`config.mk`:
```
export PLATFORM = sky130hd
export DESIGN_NAME = crc_square
export DESIGN_NICKNAME = d
export VERILOG_FILES = /design/src/hdl/circle_raster_canvas_defines.svh /design/src/hdl/crc_square.sv
export SDC_FILE = /design/constraint.sdc
export NUM_CORES = 1
export LEC_CHECK = 0
export BUFFER_PORTS_ARGS = -buffer_cell sky130_fd_sc_hd__buf_4
export CORE_MARGIN = 3
export CORE_UTILIZATION = 51
export DETAILED_ROUTE_END_ITERATION = 12
export PLACE_DENSITY_LB_ADDON = 0.25
export RECOVER_POWER = 50
export SYNTH_ARGS = -nofsm -noshare
export SYNTH_HDL_FRONTEND = slang
export SYNTH_SLANG_ARGS = --single-unit
```
`constraint.sdc`:
```
create_clock -name clk -period 6.8 [get_ports clk]
set_clock_uncertainty 0.1 [all_clocks]
set_input_delay 0.34 -clock clk [delete_from_list [all_inputs] [get_ports clk]]
set_output_delay 0.34 -clock clk [all_outputs]
set_load 0.01 [all_outputs]
```
`src/hdl/circle_raster_canvas_defines.svh`:
```
// assertion macros shared by the canvas rtl
`ifndef CIRCLE_RASTER_CANVAS_DEFINES_SVH
`define CIRCLE_RASTER_CANVAS_DEFINES_SVH

// same-cycle implication, checked while out of reset
`define CRC_ASSERT_NOW(label, clk, rst_n, ante, cons, msg) \
    label: assert property (@(posedge clk) disable iff (!rst_n) (ante) |-> (cons)) \
        else $error(msg);

// next-cycle implication, checked while out of reset
`define CRC_ASSERT_NEXT(label, clk, rst_n, ante, cons, msg) \
    label: assert property (@(posedge clk) disable iff (!rst_n) (ante) |=> (cons)) \
        else $error(msg);

`endif

```
`src/hdl/crc_square.sv`:
```
// registered squaring unit shared by the circle sequencer
`default_nettype none

module crc_square #(
    parameter int W = 21
) (
    input  wire logic                clk,
    input  wire logic signed [W-1:0] a,
    output logic         [2*W-1:0]   sq
);

    logic signed [2*W-1:0] prod;

    assign prod = a * a;

    always_ff @(posedge clk)
    begin
        sq <= $unsigned(prod);
    end

endmodule

`default_nettype wire

```
=== After elaboration in Yosys (flattened, before gate mapping) ===
Index checks and enable logic that the tools add are counted.

* $add $sub $neg: 0
* Multipliers: 1
* Divide/modulo/power cells: 0
* Order comparisons: 0
* Eq/ne operators: 0
* Shift-type cells: 0
* Mux-type cells: 0
* Bitwise logic cells: 0
* Reduce and logical (&&, ||, !) cells: 0

{| class="wikitable"
|+ Operators by type and width
! kind !! number
|-
| 21-bit by 21-bit multiplier with 42-bit output || 1
|}

* Register bits: 42
* Latch bits: 0
* RAM bits: 0
* Memory bits (read-only): 0
* Bits of input ports: 22
* Output and inout bits: 42
* Word-level logic and storage cells: 2
* Memories: 0

=== Logic depth before layout (Yosys ltp) ===
* Depth in word-level cells: 1
* Depth in mapped cells: 26
* Gate-level depth less buffers: 25

=== Worst setup path after synthesis ===
No wires, ideal clock.

* Path kind: input port to flip-flop
* Start point: input port a[3]
* End point: register sq[40]
* Library setup time: 0.095 ns
* Arrival time: 6.764 ns
* Required time: 6.605 ns
* Slack: -0.159 ns
* Cell stages on the path: 26
* Cells stage by stage: clkbuf_1 clkbuf_1 nand2_1 fa_1 inv_1 fa_1 inv_1 fa_1 inv_1 fa_1 inv_1 fa_1 inv_1 fa_1 inv_1 fa_1 inv_1 ha_1 a21o_1 a21o_1 a221oi_4 o21ai_2 a221oi_4 nor2_2 or4_1 o311ai_1

* Word-level cells in the longest chain between the ends: 1

{| class="wikitable"
|+ RTL lines
! what !! RTL line !! text
|-
| from (decl) || crc_square.sv:8 || <nowiki>input wire logic signed [W-1:0] a,</nowiki>
|-
| 21-bit by 21-bit multiplier with 42-bit output || crc_square.sv:14 || <nowiki>assign prod = a * a;</nowiki>
|-
| net prod[40] || crc_square.sv:12 || <nowiki>logic signed [2*W-1:0] prod;</nowiki>
|-
| to (signal assigned) || crc_square.sv:18 || <nowiki>sq <= $unsigned(prod);</nowiki>
|-
| to (decl) || crc_square.sv:9 || <nowiki>output logic [2*W-1:0] sq</nowiki>
|}

The timed path passes the listed nets, and every way through them passes these cells.

=== Worst setup path after layout ===
* Start point: input port a[5]
* End point: register sq[41]

The elaborated chain is that of the path after synthesis.

==> impl_summary.md <==
Flow run
The tool flagged a number of max-cap violations equal to 0.

Clocking
The clock transition at the registers of the reported paths is 0.06 ns. TritonCTS built the clock tree. The number of hold-repair buffers added at the cts stage is 0. The clock net sink count is 41. Counting the buffers created by CTS gives 5. The H-tree level count is 2.

The clock tree buffer depth is 2. The buffer cell driving the clock tree root is clkbuf_16.

STA
On the final layout, the worst hold slack is 0.358 ns. Setup repair after global routing could not meet its margin everywhere. The final critical-path share of the clock period is 97.4%. The achievable clock frequency is 151 MHz. The total of endpoints with negative setup slack in the final report is 0. In this run the tightest slew margin relative to its limit is 55.5%.

The routed design could run at a clock period as short as 6.63 ns. At the pin with the least slew margin, the transition time is 0.667 ns. The number of max-slew violations in the final report is 0. The final hold violation count is 0.

Floorplanning
Measured along the y axis, the die boundary spans 181 um. The width of the die is 181 um. The initial core utilization is 52.3%. The die covers 32900 um2.

Pin placement for this block handled 64 I/O pins. After floorplanning, the core was sized to cover 30000 um2. Row generation in the floorplan step produced 63 rows.

Global route
For this run, global-route usage on met1 was measured as 29.8%. Global routing used 25.4% of the available tracks across all layers. The wire length of the first global-routing pass is 65700 um. The number of antenna violations at the first check in global routing came to 0. The overall overflow remaining after global route is 0. For met2 alone, demand over resource in global routing was 48.0%. The most crowded layer after global routing is met2. Entering global routing, the biggest net connects 19 pins. For met3 alone, demand over resource in global routing was 3.32%. The number of global-route vias before repair was 13489.

Synthesis
The count of warnings emitted by yosys is 0. The synthesized design contains 0 enable-type register cells. In the synthesized netlist the async set-or-reset flop fraction comes to 0%.

The net count after synthesis is 2227. Counting every instance in the synthesized netlist gives 1661. The leading register cell type out of synthesis is dfxtp_1. The synthesized area is 15700 um2. A synthesized cell averages 9.44 um2. The share of the Yosys chip area taken by registers is 5.24%. The flip-flop and latch count after synthesis is 41. Counting distinct cell types in the post-synthesis netlist gives 49.

Route
Using the TritonRoute via totals, the vias-per-cell ratio works out to 4.91. The post-detailed-route wirelength per cell is 16.8 um. The violation count after the first detailed-routing iteration is 444. After detailed routing, the number of remaining DRC violations is 0.

The count of TritonRoute iterations in the first routing pass is 5. The count of nets left with antenna violations after detail routing is 0. Wires add up to 38800 um. The via count of the routed design is 11340.

Layout
The number of flip-flops in the largest register is 41. The filler cell count is 2564. The multi-input combinational cells in the finished layout cover a total of 12700 um2. Ranked by flip-flop count, first place goes to sq. The growth of design area from synthesis to finish is 17.5%. The summed area of non-filler cells in the final layout is 18400 um2. The number of antenna diodes in the final layout is 0.

For this run, the share of the core covered by cells in the final layout is 61.5%. In the final layout, the share of cells above drive strength 1 is 15.7%. The final net count is 2486.

The largest registers in the layout are sq: 41 flops. Registers take 821 um2.

Worst setup path
The critical path ends at sq[41]. The critical path is of the in2reg type. The start point of the critical path is a[5]. The largest fanout on the critical path is 9. The kind of end point of the critical path is a register.

The required time at the worst-slack endpoint is 6.87 ns. The worst setup path is launched from a primary input. The worst endpoint data arrival time is 6.70 ns.

Place
The number of port buffers is 62. The global placer's final weighted congestion is 0.936. The standard cell area after detailed placement is 18200 um2. Detailed placement finished with a half-perimeter wire length of 35300 um.

Worst hold path
The path class of the tightest hold or removal check is in2reg.

Status
The flow ran to the end, and the final reports show no timing, DRC or antenna violations.
per-stage QoR:
step	instances	setup WS, ns	TNS [ns]
after CTS	2306	0.0407	0
after detailed placement	2298	-0.341	-0.902
final	2311	0.175	0
after global placement	2298	-0.249	-0.497
after floorplan	1661	-0.0666	-0.0666
after global routing	2311	-0.0482	-0.0911
synthesized netlist by cell type, drive strengths merged (2+ instances only):
library cell	n	area share [%]
o21bai	3	0.14
a21o	14	0.67
nand2	154	3.7
clkinv	2	0.048
nor2b	5	0.20
a221oi	2	0.34
and2	56	2.2
o41ai	2	0.11
clkbuf	37	0.89
dfxtp	41	5.2
inv	555	13
or3	6	0.24
o21a	4	0.19
and3	6	0.25
a21oi	34	1.1
nand2b	9	0.36
o21ai	16	0.53
xor2	13	0.73
a211oi	8	0.38
nor2	62	1.5
or2	2	0.080
fa	416	53
xnor2	46	2.6
a31o	5	0.28
nand4	4	0.16
o211ai	8	0.38
ha	128	10
nand3	2	0.064
buf	2	0.072
nor3	4	0.13
critical path: stages:
cell      delay (ns)
buf_4           0.15
buf_4           0.21
nand2_1         0.09
fa_1            0.53
inv_1           0.08
fa_1            0.54
fa_2            0.52
buf_4           0.18
buf_4           0.13
fa_1            0.46
fa_1            0.57
inv_1           0.05
fa_1            0.50
fa_1            0.53
inv_1           0.05
ha_1            0.31
nand4_1         0.11
nor2_1          0.15
nand2_1         0.15
a211oi_2        0.36
or3_4           0.22
a41oi_2         0.11
o21ba_2         0.23
xnor2_1         0.12
layer usage:
| metal | wire length, um | up-vias |
|---|---|---|
| met5 | 0 | - |
| met4 | 1250 | 0 |
| met2 | 21200 | 274 |
| met3 | 1540 | 77 |
| li1 | - | 5224 |
| met1 | 14800 | 5765 |
area by class of cell:
type | instances | area share (%)
tap | 390 | 2.65
clock inverter | 3 | 0.251
inverter | 557 | 11.4
multi-input combinational | 1024 | 69.1
timing repair buffer | 291 | 11.5
sequential | 41 | 4.46
clock buffer | 5 | 0.679
layout by cell type, fill, tap and decap left out, types with 3 or more instances in the layout:
cell	n
or3_1	5
xnor2_1	46
xor2_1	13
o21ai_0	14
nor3_1	4
and2_1	56
nand2_1	153
a21o_1	14
inv_1	554
and3_1	5
buf_12	6
nand4_1	4
clkbuf_1	37
nor2_1	56
o211ai_1	8
a211oi_2	4
clkbuf_16	5
a21oi_1	29
fa_1	414
o21a_1	4
a31o_2	5
nand2b_1	9
ha_1	126
a21oi_2	5
a211oi_1	4
clkinvlp_4	3
nor2_2	5
buf_4	248
nor2b_1	5
dfxtp_1	41
kinds of logic after synthesis:
family          count (synthesis)  share of synthesized area [%]
simple gates                  314                           9.11
buf+inv                       596                           14.3
flops                          41                           5.24
other cells                     1                         0.0239
fa+ha+maj                     544                           63.3
compound gates                105                           4.62
mux                             1                         0.0718
xor+xnor                       59                           3.30
worst min path at each step:
stage | slack (ns) | cells past startpoint | start | end
2_1_floorplan | 0.27 | 0 | a[0] | sq[0]
3_3_place_gp | 0.63 | 1 | sq[26] | sq[26]
3_5_place_dp | 0.63 | 1 | sq[2] | sq[2]
4_1_cts | 0.35 | 2 | a[0] | sq[0]
5_1_grt | 0.34 | 2 | a[0] | sq[0]
6_report | 0.36 | 2 | a[0] | sq[0]
what timing repair did:
| item | in CTS | in global routing |
|---|---|---|
| pin swaps | 0 | 10 |
| buffers inserted | 0 | 5 |
| endpoints found under the setup margin | 1 | 11 |
| gates resized for setup | 1 | 27 |
Power is left out: the tool's default activity adds up to more than one toggle a clock period on the data nets, which glitch-free logic cannot reach.
